### src/rtl/sorc_pkg.sv
// Package for the sequence order rule checker.
// Holds the payload, configuration and code types shared by all RTL files.
// No dependencies.
package sorc_pkg;

   // Symbol alphabet size and field widths
   localparam int NUM_SYMBOLS_DEFAULT = 8;
   localparam int SYMBOL_WIDTH        = 3;
   localparam int MAX_SYMBOLS         = 1 << SYMBOL_WIDTH;
   localparam int MATRIX_WIDTH        = MAX_SYMBOLS * MAX_SYMBOLS;
   localparam int CSR_INDEX_WIDTH     = 3;
   localparam int CSR_DATA_WIDTH      = 64;

   // Configuration register indexes
   typedef enum logic [CSR_INDEX_WIDTH-1:0] {
      CSR_START_ENABLE = 3'd0,
      CSR_START_SYMBOL = 3'd1,
      CSR_START_NEGATE = 3'd2,
      CSR_END_ENABLE   = 3'd3,
      CSR_END_SYMBOL   = 3'd4,
      CSR_END_NEGATE   = 3'd5,
      CSR_PRECEDENCE   = 3'd6
   } csr_index_type;

   // Result codes
   typedef enum logic [1:0] {
      FAIL_NONE       = 2'd0,
      FAIL_START      = 2'd1,
      FAIL_END        = 2'd2,
      FAIL_PRECEDENCE = 2'd3
   } fail_code_type;

   // One request: a symbol of the candidate ordering
   typedef struct packed {
      logic [SYMBOL_WIDTH-1:0] symbol;
      logic                    last;
   } request_type;

   // One response: verdict for a complete ordering
   typedef struct packed {
      logic       accepted;
      logic [1:0] fail_code;
   } response_type;

   // Rule configuration as seen by the checker
   typedef struct packed {
      logic                    start_enable;
      logic [SYMBOL_WIDTH-1:0] start_symbol;
      logic                    start_negate;
      logic                    end_enable;
      logic [SYMBOL_WIDTH-1:0] end_symbol;
      logic                    end_negate;
      logic [MATRIX_WIDTH-1:0] precedence_matrix;
   } config_type;

endpackage

### src/rtl/sorc_csr.sv
// Configuration registers of the sequence order rule checker.
// Decodes writes by register index; depends on sorc_pkg.
module sorc_csr (
   input  logic                                  clock,
   input  logic                                  reset,
   input  logic                                  csr_valid,
   output logic                                  csr_ready,
   input  logic [sorc_pkg::CSR_INDEX_WIDTH-1:0]  csr_index,
   input  logic [sorc_pkg::CSR_DATA_WIDTH-1:0]   csr_wdata,
   output sorc_pkg::config_type                  cfg
);

   sorc_pkg::config_type cfg_ff, cfg_in;

   // Writes are always taken; unknown indexes leave the registers alone.
   assign csr_ready = 1'b1;

   // Register write decode
   always_comb begin
      cfg_in = cfg_ff;
      if (csr_valid) begin
         unique case (sorc_pkg::csr_index_type'(csr_index))
            sorc_pkg::CSR_START_ENABLE: cfg_in.start_enable = csr_wdata[0];
            sorc_pkg::CSR_START_SYMBOL:
               cfg_in.start_symbol = csr_wdata[sorc_pkg::SYMBOL_WIDTH-1:0];
            sorc_pkg::CSR_START_NEGATE: cfg_in.start_negate = csr_wdata[0];
            sorc_pkg::CSR_END_ENABLE:   cfg_in.end_enable = csr_wdata[0];
            sorc_pkg::CSR_END_SYMBOL:
               cfg_in.end_symbol = csr_wdata[sorc_pkg::SYMBOL_WIDTH-1:0];
            sorc_pkg::CSR_END_NEGATE:   cfg_in.end_negate = csr_wdata[0];
            sorc_pkg::CSR_PRECEDENCE:
               cfg_in.precedence_matrix = csr_wdata[sorc_pkg::MATRIX_WIDTH-1:0];
            default: cfg_in = cfg_ff;
         endcase
      end
   end

   always_ff @(posedge clock) begin
      if (reset) begin
         cfg_ff <= '0;
      end else begin
         cfg_ff <= cfg_in;
      end
   end

   assign cfg = cfg_ff;

endmodule

### src/rtl/sorc_check.sv
// Per-ordering run state and rule evaluation of the sequence order rule checker.
// Consumes one symbol per cycle while item_valid is set and forms the verdict on the last one; depends on sorc_pkg.
module sorc_check #(
   parameter int NUM_SYMBOLS = sorc_pkg::NUM_SYMBOLS_DEFAULT
) (
   input  logic                  clock,
   input  logic                  reset,
   input  sorc_pkg::config_type  cfg,
   input  logic                  item_valid,
   input  sorc_pkg::request_type item,
   output sorc_pkg::response_type result
);

   logic [NUM_SYMBOLS-1:0]            seen_ff, seen_in;
   logic                              first_ff, first_in;
   logic                              start_fail_ff, start_fail_in;
   logic                              order_fail_ff, order_fail_in;

   logic [sorc_pkg::MAX_SYMBOLS-1:0]  sym_onehot;
   logic [NUM_SYMBOLS-1:0]            sym_bit;
   logic [NUM_SYMBOLS-1:0]            seen_next;
   logic [NUM_SYMBOLS-1:0]            rows [NUM_SYMBOLS];
   logic [NUM_SYMBOLS-1:0]            sym_row;
   logic                              first_occurrence;
   logic                              start_fail_now;
   logic                              end_fail_now;
   logic                              pair_fail_now;
   logic                              missing_fail;
   logic                              start_fail_all;
   logic                              order_fail_all;
   sorc_pkg::fail_code_type           code;

   // Precedence rows, each limited to the symbols in use
   always_comb begin
      for (int s = 0; s < NUM_SYMBOLS; s++) begin
         rows[s] = cfg.precedence_matrix[s*sorc_pkg::MAX_SYMBOLS +: NUM_SYMBOLS];
      end
   end

   // Symbol decode; an out-of-range symbol decodes to no bit at all.
   assign sym_onehot = sorc_pkg::MAX_SYMBOLS'(1) << item.symbol;
   assign sym_bit    = sym_onehot[NUM_SYMBOLS-1:0];
   assign seen_next  = seen_ff | sym_bit;
   assign first_occurrence = (sym_bit != '0) && ((seen_ff & sym_bit) == '0);

   // Row of the current symbol, taken from its one-hot code
   always_comb begin
      sym_row = '0;
      for (int s = 0; s < NUM_SYMBOLS; s++) begin
         if (sym_bit[s]) begin
            sym_row = rows[s];
         end
      end
   end

   // A first occurrence fails if any required predecessor is still unseen.
   assign pair_fail_now = first_occurrence && ((sym_row & ~seen_next) != '0);

   // Start and end rules: fail when equality matches the negate option.
   assign start_fail_now = first_ff && cfg.start_enable &&
                           ((item.symbol == cfg.start_symbol) == cfg.start_negate);
   assign end_fail_now   = cfg.end_enable &&
                           ((item.symbol == cfg.end_symbol) == cfg.end_negate);

   // At the end every symbol with predecessors must have shown up.
   always_comb begin
      missing_fail = 1'b0;
      for (int s = 0; s < NUM_SYMBOLS; s++) begin
         if (!seen_next[s] && (rows[s] != '0)) begin
            missing_fail = 1'b1;
         end
      end
   end

   assign start_fail_all = start_fail_ff | start_fail_now;
   assign order_fail_all = order_fail_ff | pair_fail_now | missing_fail;

   // Verdict in priority order start, end, precedence
   always_comb begin
      if (start_fail_all) begin
         code = sorc_pkg::FAIL_START;
      end else if (end_fail_now) begin
         code = sorc_pkg::FAIL_END;
      end else if (order_fail_all) begin
         code = sorc_pkg::FAIL_PRECEDENCE;
      end else begin
         code = sorc_pkg::FAIL_NONE;
      end
   end

   assign result.accepted  = (code == sorc_pkg::FAIL_NONE);
   assign result.fail_code = code;

   // Run state update; the last symbol returns everything to the idle values.
   always_comb begin
      seen_in       = seen_ff;
      first_in      = first_ff;
      start_fail_in = start_fail_ff;
      order_fail_in = order_fail_ff;
      if (item_valid) begin
         if (item.last) begin
            seen_in       = '0;
            first_in      = 1'b1;
            start_fail_in = 1'b0;
            order_fail_in = 1'b0;
         end else begin
            seen_in       = seen_next;
            first_in      = 1'b0;
            start_fail_in = start_fail_all;
            order_fail_in = order_fail_ff | pair_fail_now;
         end
      end
   end

   always_ff @(posedge clock) begin
      if (reset) begin
         seen_ff       <= '0;
         first_ff      <= 1'b1;
         start_fail_ff <= 1'b0;
         order_fail_ff <= 1'b0;
      end else begin
         seen_ff       <= seen_in;
         first_ff      <= first_in;
         start_fail_ff <= start_fail_in;
         order_fail_ff <= order_fail_in;
      end
   end

endmodule

### src/rtl/sequence_order_rule_checker_core.sv
// Top level of the sequence order rule checker.
// Input register, checker and result register; depends on sorc_pkg, sorc_csr, sorc_check.
//
// Usage:
//   The req_ channel carries one symbol of a candidate ordering per request;
//   the request with last set closes the ordering. Each closed ordering gives
//   exactly one response on the rsp_ channel: accepted, plus a fail code for
//   the first failing check (start rule, end rule, then precedence).
//   Requests without last give no response.
//   The csr_ channel writes the rule registers by index; it is always ready.
//   Write it only while no ordering is in flight.
// Timing:
//   Throughput is one request per cycle unless a last request is held back
//   (see Stalls). A response is formed as its last request moves from the
//   input register through the checker straight into the result register.
// Reset:
//   Clears all rule registers and the run state; both stages come up empty.
// Stalls:
//   While a response waits in the result register, requests without last
//   still flow through; a last request waits in the input register until
//   the result register frees up, and the req_ channel then holds off.
module sequence_order_rule_checker_core #(
   parameter int NUM_SYMBOLS = sorc_pkg::NUM_SYMBOLS_DEFAULT
) (
   input  logic                                 clock,
   input  logic                                 reset,
   input  logic                                 req_valid,
   output logic                                 req_ready,
   input  sorc_pkg::request_type                req_data,
   output logic                                 rsp_valid,
   input  logic                                 rsp_ready,
   output sorc_pkg::response_type               rsp_data,
   input  logic                                 csr_valid,
   output logic                                 csr_ready,
   input  logic [sorc_pkg::CSR_INDEX_WIDTH-1:0] csr_index,
   input  logic [sorc_pkg::CSR_DATA_WIDTH-1:0]  csr_wdata
);

   sorc_pkg::config_type   cfg;
   sorc_pkg::request_type  item_ff, item_in;
   logic                   item_valid_ff, item_valid_in;
   sorc_pkg::response_type rsp_ff, rsp_in;
   logic                   rsp_valid_ff, rsp_valid_in;
   sorc_pkg::response_type result;
   logic                   consume;

   // Rule registers
   sorc_csr u_csr (
      .clock     (clock),
      .reset     (reset),
      .csr_valid (csr_valid),
      .csr_ready (csr_ready),
      .csr_index (csr_index),
      .csr_wdata (csr_wdata),
      .cfg       (cfg)
   );

   // The held symbol moves on unless it closes an ordering and the result
   // register is still occupied.
   assign consume   = item_valid_ff &&
                      (!item_ff.last || !rsp_valid_ff || rsp_ready);
   assign req_ready = !item_valid_ff || consume;

   // Input register
   always_comb begin
      item_in       = item_ff;
      item_valid_in = item_valid_ff;
      if (req_ready) begin
         item_in       = req_data;
         item_valid_in = req_valid;
      end
   end

   // Rule evaluation and run state
   sorc_check #(
      .NUM_SYMBOLS (NUM_SYMBOLS)
   ) u_check (
      .clock      (clock),
      .reset      (reset),
      .cfg        (cfg),
      .item_valid (consume),
      .item       (item_ff),
      .result     (result)
   );

   // Result register
   always_comb begin
      rsp_in       = rsp_ff;
      rsp_valid_in = rsp_valid_ff && !rsp_ready;
      if (consume && item_ff.last) begin
         rsp_in       = result;
         rsp_valid_in = 1'b1;
      end
   end

   always_ff @(posedge clock) begin
      if (reset) begin
         item_valid_ff <= 1'b0;
         rsp_valid_ff  <= 1'b0;
      end else begin
         item_valid_ff <= item_valid_in;
         rsp_valid_ff  <= rsp_valid_in;
      end
   end

   always_ff @(posedge clock) begin
      item_ff <= item_in;
      rsp_ff  <= rsp_in;
   end

   assign rsp_valid = rsp_valid_ff;
   assign rsp_data  = rsp_ff;

endmodule
### config.mk
export PLATFORM = sky130hd
export DESIGN_NAME = sequence_order_rule_checker_core
export DESIGN_NICKNAME = d
export VERILOG_FILES = /design/src/rtl/sorc_pkg.sv /design/src/rtl/sorc_csr.sv /design/src/rtl/sorc_check.sv /design/src/rtl/sequence_order_rule_checker_core.sv
export SDC_FILE = /design/constraint.sdc
export NUM_CORES = 1
export LEC_CHECK = 0
export ABC_AREA = 1
export BUFFER_PORTS_ARGS = -buffer_cell sky130_fd_sc_hd__buf_2
export CORE_UTILIZATION = 30
export CTS_CLUSTER_SIZE = 40
export DETAILED_ROUTE_END_ITERATION = 16
export GPL_ROUTABILITY_DRIVEN = 0
export SLEW_MARGIN = 15
export SYNTH_ARGS = -nofsm -noshare
export SYNTH_HDL_FRONTEND = slang
export SYNTH_SLANG_ARGS = --single-unit
### constraint.sdc
create_clock -name clock -period 5.4 [get_ports clock]
set_clock_uncertainty 0.15 [all_clocks]
set_input_delay 1.35 -clock clock [delete_from_list [all_inputs] [get_ports clock]]
set_output_delay 1.35 -clock clock [all_outputs]
set_load 0.02 [all_outputs]
==> metrics.txt, run 1 <==
Critical Setup Path Class=input port to primary output; TritonCTS buffer count=9; WL/cell=13.4 um; Port-buffer cells=80; Pint=1.23 mW; crit-path max FO=6; Hold Path Class=flip-flop to flip-flop; Leakage=2.27 nW; CTS tree=yes; Worst EP required=3.90 ns; initial antenna violation count=0; status=finished, final reports clean; Via Count=4090; Async S/R FF share, synth=0%; # Post-CTS Setup Buffers=0; vias per cell=4.72; final std cells w/o fill=866; H-tree levels=3; Mean Syn Cell Area=6.99 um^2; P&R area growth vs syn=19.9%; Seq cells post-synth=94; Net Switching=380 uW; Synth area leaders=dfxtp_1 (41%), nor2_1 (14%), o21ai_0 (9.2%); Hold Slack=0.310 ns; Die Width=122 um; fin crit period=3.59 ns; largest vdd supply drop=0.152 mV; First DRT Iteration DRCs=294; PD cells=313 nW/um^2; hold_buf cts=0; Pre-antenna DRT Iters=5; die area=14800 um^2; commonest non-fill, non-tap cell in the layout=nor2_1; Die Y=122 um; area leader, netlist=dfxtp_1; Fin Setup TNS=0 ns; Cell Rows=43; share of cells above drive strength 1=16.8%; clock slew at reported path FFs=0.06 ns; yosys warns=0; hold path startpoint=u_check.first_ff; Detail Route Antenna Nets=0; clock power share=44.0%; most frequent cells in the layout=nor2_1 (163), dfxtp_1 (87), buf_2 (80); Post-synth EDFFs=7; GR Util All Layers=16.6%; largest net degree at the start of global routing=72; Worst-Skew Late Latency=0.34 ns; number of top-level pins=82; first-pass GRT wire length=18800 um; syn_nets=690; Worst-Margin Slew=0.596 ns; hpwl dp=8320 um; Slew headroom=60.2%; DRC=0; fmax=279 MHz; core area=13900 um^2; CP Launch Point=rsp_ready; commonest register cell after synthesis=dfxtp_1; antenna diode count=0; Syn Std Cell Area=4290 um^2; global route overflow=0; Starting Density=30.8%; vias in the first global route=3848; fin crit share=66.4%; Cell variety after synth=32; combinational group share of total power=9.6%; arrival time of the worst setup path=2.09 ns; synthesized instance count=614; CTS root buffer=clkbuf_16; Hold Fails Final Rpt=0; Routed WL=11600 um; sequential element share of the synthesized area=45.5%; Layout Nets=758; max-slew violations=0; Resized Gates After CTS=0; final setup vio count=0; Synth top area share=40.6%; reported max-cap violation count=0; critical path endpoint category=primary output; sequential power share=46.4%; Max Root-Sink Buffers=2; RSZ-0062 raised after global routing=false; clk sink count=94; Reg-to-Reg Start=item_ff[1]; Switching Share=23.6%; Worst Setup Start Kind=input port; placed insts=851
[synthesized netlist by cell type (all sizes together), types with 3 or more instances]
library cell and number:
a21oi 42, buf 6, clkbuf 20, clkinv 3
dfxtp 87, edfxtp 7, inv 54, nand2 79
nand3 20, nand4 22, nor2 165, nor4 7
o21ai 81, o22ai 3, xnor2 6
[final timing paths]
path	end	slack [ns]	cells past startpoint
max	req_ready	1.81	4
min	u_check.first_ff	0.31	2
max reg2reg	rsp_data[1]	2.49	9
min reg2reg	u_check.first_ff	0.31	2
[area by class of cell]
cell class                      instances  area [um^2]
Clock inverter                          3         65.1
Sequential cell                        94         1950
Timing Repair Buffer                   83          423
Fill cell                            1534         8790
Multi-Input combinational cell        437         2000
Tap cell                              180          225
Inverter                               57          216
Clock buffer                           12          268
[metal layers]
metal	global-route usage [%]	up-vias	wire (um)
met5	0	-	0
met1	23.0	1822	5840
li1	-	2144	-
met4	5.09	0	159
met2	25.6	110	5030
met3	3.51	14	538
[state kept, by name (all words and copies together) (netlist names)]
signal / count
item_ff: 4
item_valid_ff: 1
rsp_data: 3
rsp_valid: 1
u_check.first_ff: 1
u_check.order_fail_ff: 1
u_check.seen_ff: 8
u_check.start_fail_ff: 1
u_csr.cfg: 74
[logic make-up (layout without fill, tap and decap cells)]
group	Yosys count	in the layout	synth area share, %
simple gates	297	297	29.2
compound gates	133	133	16.0
flops	94	94	45.5
buf+inv	83	155	8.02
xor+xnor	6	6	1.22
other cells	1	1	0.0874
[power groups by stage]
stage / clock network, mW / registers, mW / logic (mW)
after CTS: 0.722 / 0.747 / 0.155
after floorplan: 0 / 0.753 / 0.102
final: 0.708 / 0.747 / 0.154
after global placement: 0 / 0.763 / 0.153
after global routing: 0.754 / 0.750 / 0.176
after detailed placement: 0 / 0.762 / 0.153
[worst max-delay path, cell delays in order]
cell and delay [ns]:
buf_2 0.10, nor2_1 0.15, nand3_1 0.24, buf_2 0.24
[per-stage QoR]
step	instance area [um^2]	total power [mW]	utilization [%]	setup slack, ns
finish	5150	1.61	36.9	1.81
CTS	5150	1.62	36.9	1.79
global route	5150	1.68	36.9	1.73
detailed placement	4810	0.916	34.6	1.79
floorplan	4290	0.855	-	2.11
global placement	4810	0.916	34.6	1.84
No activity file was read; power rests on OpenSTA's default activity.
==> run 2, diff against run 1 <==
==> constraint.sdc (replaced) <==
create_clock -name clock -period 3.44 [get_ports clock]
set_clock_uncertainty 0.15 [all_clocks]
set_input_delay 0.86 -clock clock [delete_from_list [all_inputs] [get_ports clock]]
set_output_delay 0.86 -clock clock [all_outputs]
set_load 0.02 [all_outputs]
==> metrics.txt, run 2 (same netlist as run 1, synthesis figures left out) <==
number of top-level pins=82 (unchanged); die area=14800 um^2 (unchanged); fin crit share=78.9%; final setup vio count=0 (unchanged); Placed Instance Area=4830 um^2 (+0.31%); fill count=1528 (-0.39%); Routed WL=11500 um (-0.54%); Cell Rows=43 (unchanged); RSZ-0062 raised after global routing=false; # Post-CTS Setup Buffers=0 (unchanged); first-pass GRT wire length=18700 um (-0.52%); vias per cell=4.66 (-1.3%); Worst Setup Start Kind=flip-flop; arrival time of the worst setup path=2.68 ns (+0.59 ns); P&R area growth vs syn=19.7%; R2R Path End=rsp_data[1]; Die Y=122 um (unchanged); final worst slack=0.726 ns (-1.09 ns); initial antenna violation count=0 (unchanged); most frequent cells in the layout=nor2_1 (163), dfxtp_1 (87), buf_2 (80); Worst EP required=3.41 ns (-0.49 ns); hold_buf cts=0 (unchanged); crit-path max FO=13 (+7); max reg flops=74 (unchanged); core area=13900 um^2 (unchanged); clock slew at reported path FFs=0.06 ns (about the same); largest net degree at the start of global routing=48 (-33%); reg2reg path depth=9 (unchanged); Slew headroom=65.0% (+4.8 points); Fin Setup TNS=0 ns (unchanged); global route overflow=0 (unchanged); Hold Fails Final Rpt=0 (unchanged); Total Power=2.44 mW (+52%); Hold Path Class=flip-flop to flip-flop; TritonCTS buffer count=9 (unchanged); Pre-antenna DRT Iters=4 (-1); Worst-Skew Late Latency=0.35 ns (about the same); Place WS=0.759 ns (-1.03 ns); critical path endpoint category=flip-flop; PD cells=476 nW/um^2 (+52%); largest vdd supply drop=0.220 mV (+45%); fin crit period=2.71 ns; Max Root-Sink Buffers=2 (unchanged); CTS root buffer=clkbuf_16; commonest non-fill, non-tap cell in the layout=nor2_1; Register Area=1950 um^2 (unchanged); hpwl dp=8530 um (+2.4%); Critical Setup Path Class=flip-flop to flip-flop; Port-buffer cells=80 (unchanged); CTS tree=yes; r2r setup slk=0.73 ns (-1.76 ns); WL/cell=13.2 um (-0.89%); CP endpoint=rsp_data[1]; GR Util All Layers=16.6% (about the same); Hold Slack=0.317 ns (+0.00675 ns); Starting Density=30.8% (unchanged); CP Launch Point=item_ff[1]; antenna diode count=0 (unchanged); Multi-input gate area=2000 um^2 (unchanged); fmax=368 MHz; Resized Gates After CTS=0 (unchanged); H-tree levels=3 (unchanged); Die Width=122 um (unchanged); Worst-Margin Slew=0.524 ns (-0.0721 ns); Reg-to-Reg Start=item_ff[1]; First DRT Iteration DRCs=218 (-26%); Final Cell Area=5140 um^2 (-0.17%); share of cells above drive strength 1=17.3% (+0.51 points); vias in the first global route=3786 (-1.6%); Detail Route Antenna Nets=0 (unchanged); Via Count=4051 (-0.95%); clk sink count=94 (unchanged); DRC=0 (unchanged); Layout Nets=760 (+0.26%); reported max-cap violation count=0 (unchanged); Leakage=2.26 nW (-0.29%); status=finished, final reports clean; max-slew violations=0 (unchanged)
[run 2: worst min-delay path by stage]
stage | from | endpoint | depth (start not counted)
final | u_check.first_ff | u_check.first_ff | 2
after detailed placement | u_check.start_fail_ff | u_check.start_fail_ff | 2
after CTS | u_check.start_fail_ff | u_check.start_fail_ff | 2
after global routing | u_check.seen_ff[6] | u_check.seen_ff[6] | 2
after global placement | u_check.seen_ff[6] | u_check.seen_ff[6] | 2
after floorplan | u_check.first_ff | u_check.first_ff | 2
[run 2: metal layers]
metal | global-route usage, % | vias up | part of all wire (%)
met5 | 0 | - | 0
met2 | 25.9 | 98 | 43
met1 | 22.4 | 1800 | 51
li1 | - | 2142 | -
met3 | 4.21 | 11 | 5.1
met4 | 5.09 | 0 | 1.1
[run 2: power breakdown]
group          internal [mW]  total (mW)  switching, mW
logic                 0.0955       0.240          0.145
clock network          0.602        1.03          0.430
registers               1.14        1.17         0.0335
total                   1.84        2.44          0.608
[run 2: layout make-up]
type | instances | area share, %
multi-input cells | 437 | 38.9
clock inverters | 5 | 1.10
well taps | 180 | 4.38
repair buffers | 85 | 8.52
inverters | 57 | 4.21
flip-flops and latches | 94 | 38.0
clock buffers | 11 | 4.92
[run 2: through the flow]
stage / std cells / utilization [%]
floorplan: 614 / -
global placement: 853 / 34.7
finish: 869 / 36.9
CTS: 869 / 36.9
global route: 869 / 36.9
detailed placement: 853 / 34.7
[run 2: critical path, stage by stage (launching register included)]
cell and delay (ns):
edfxtp_1 0.68, inv_2 0.16, nor3_4 0.48, inv_2 0.12, nand2_1 0.10, a21oi_1 0.05, nor4_1 0.44, nand4_1 0.18
nand2_1 0.09, inv_1 0.04
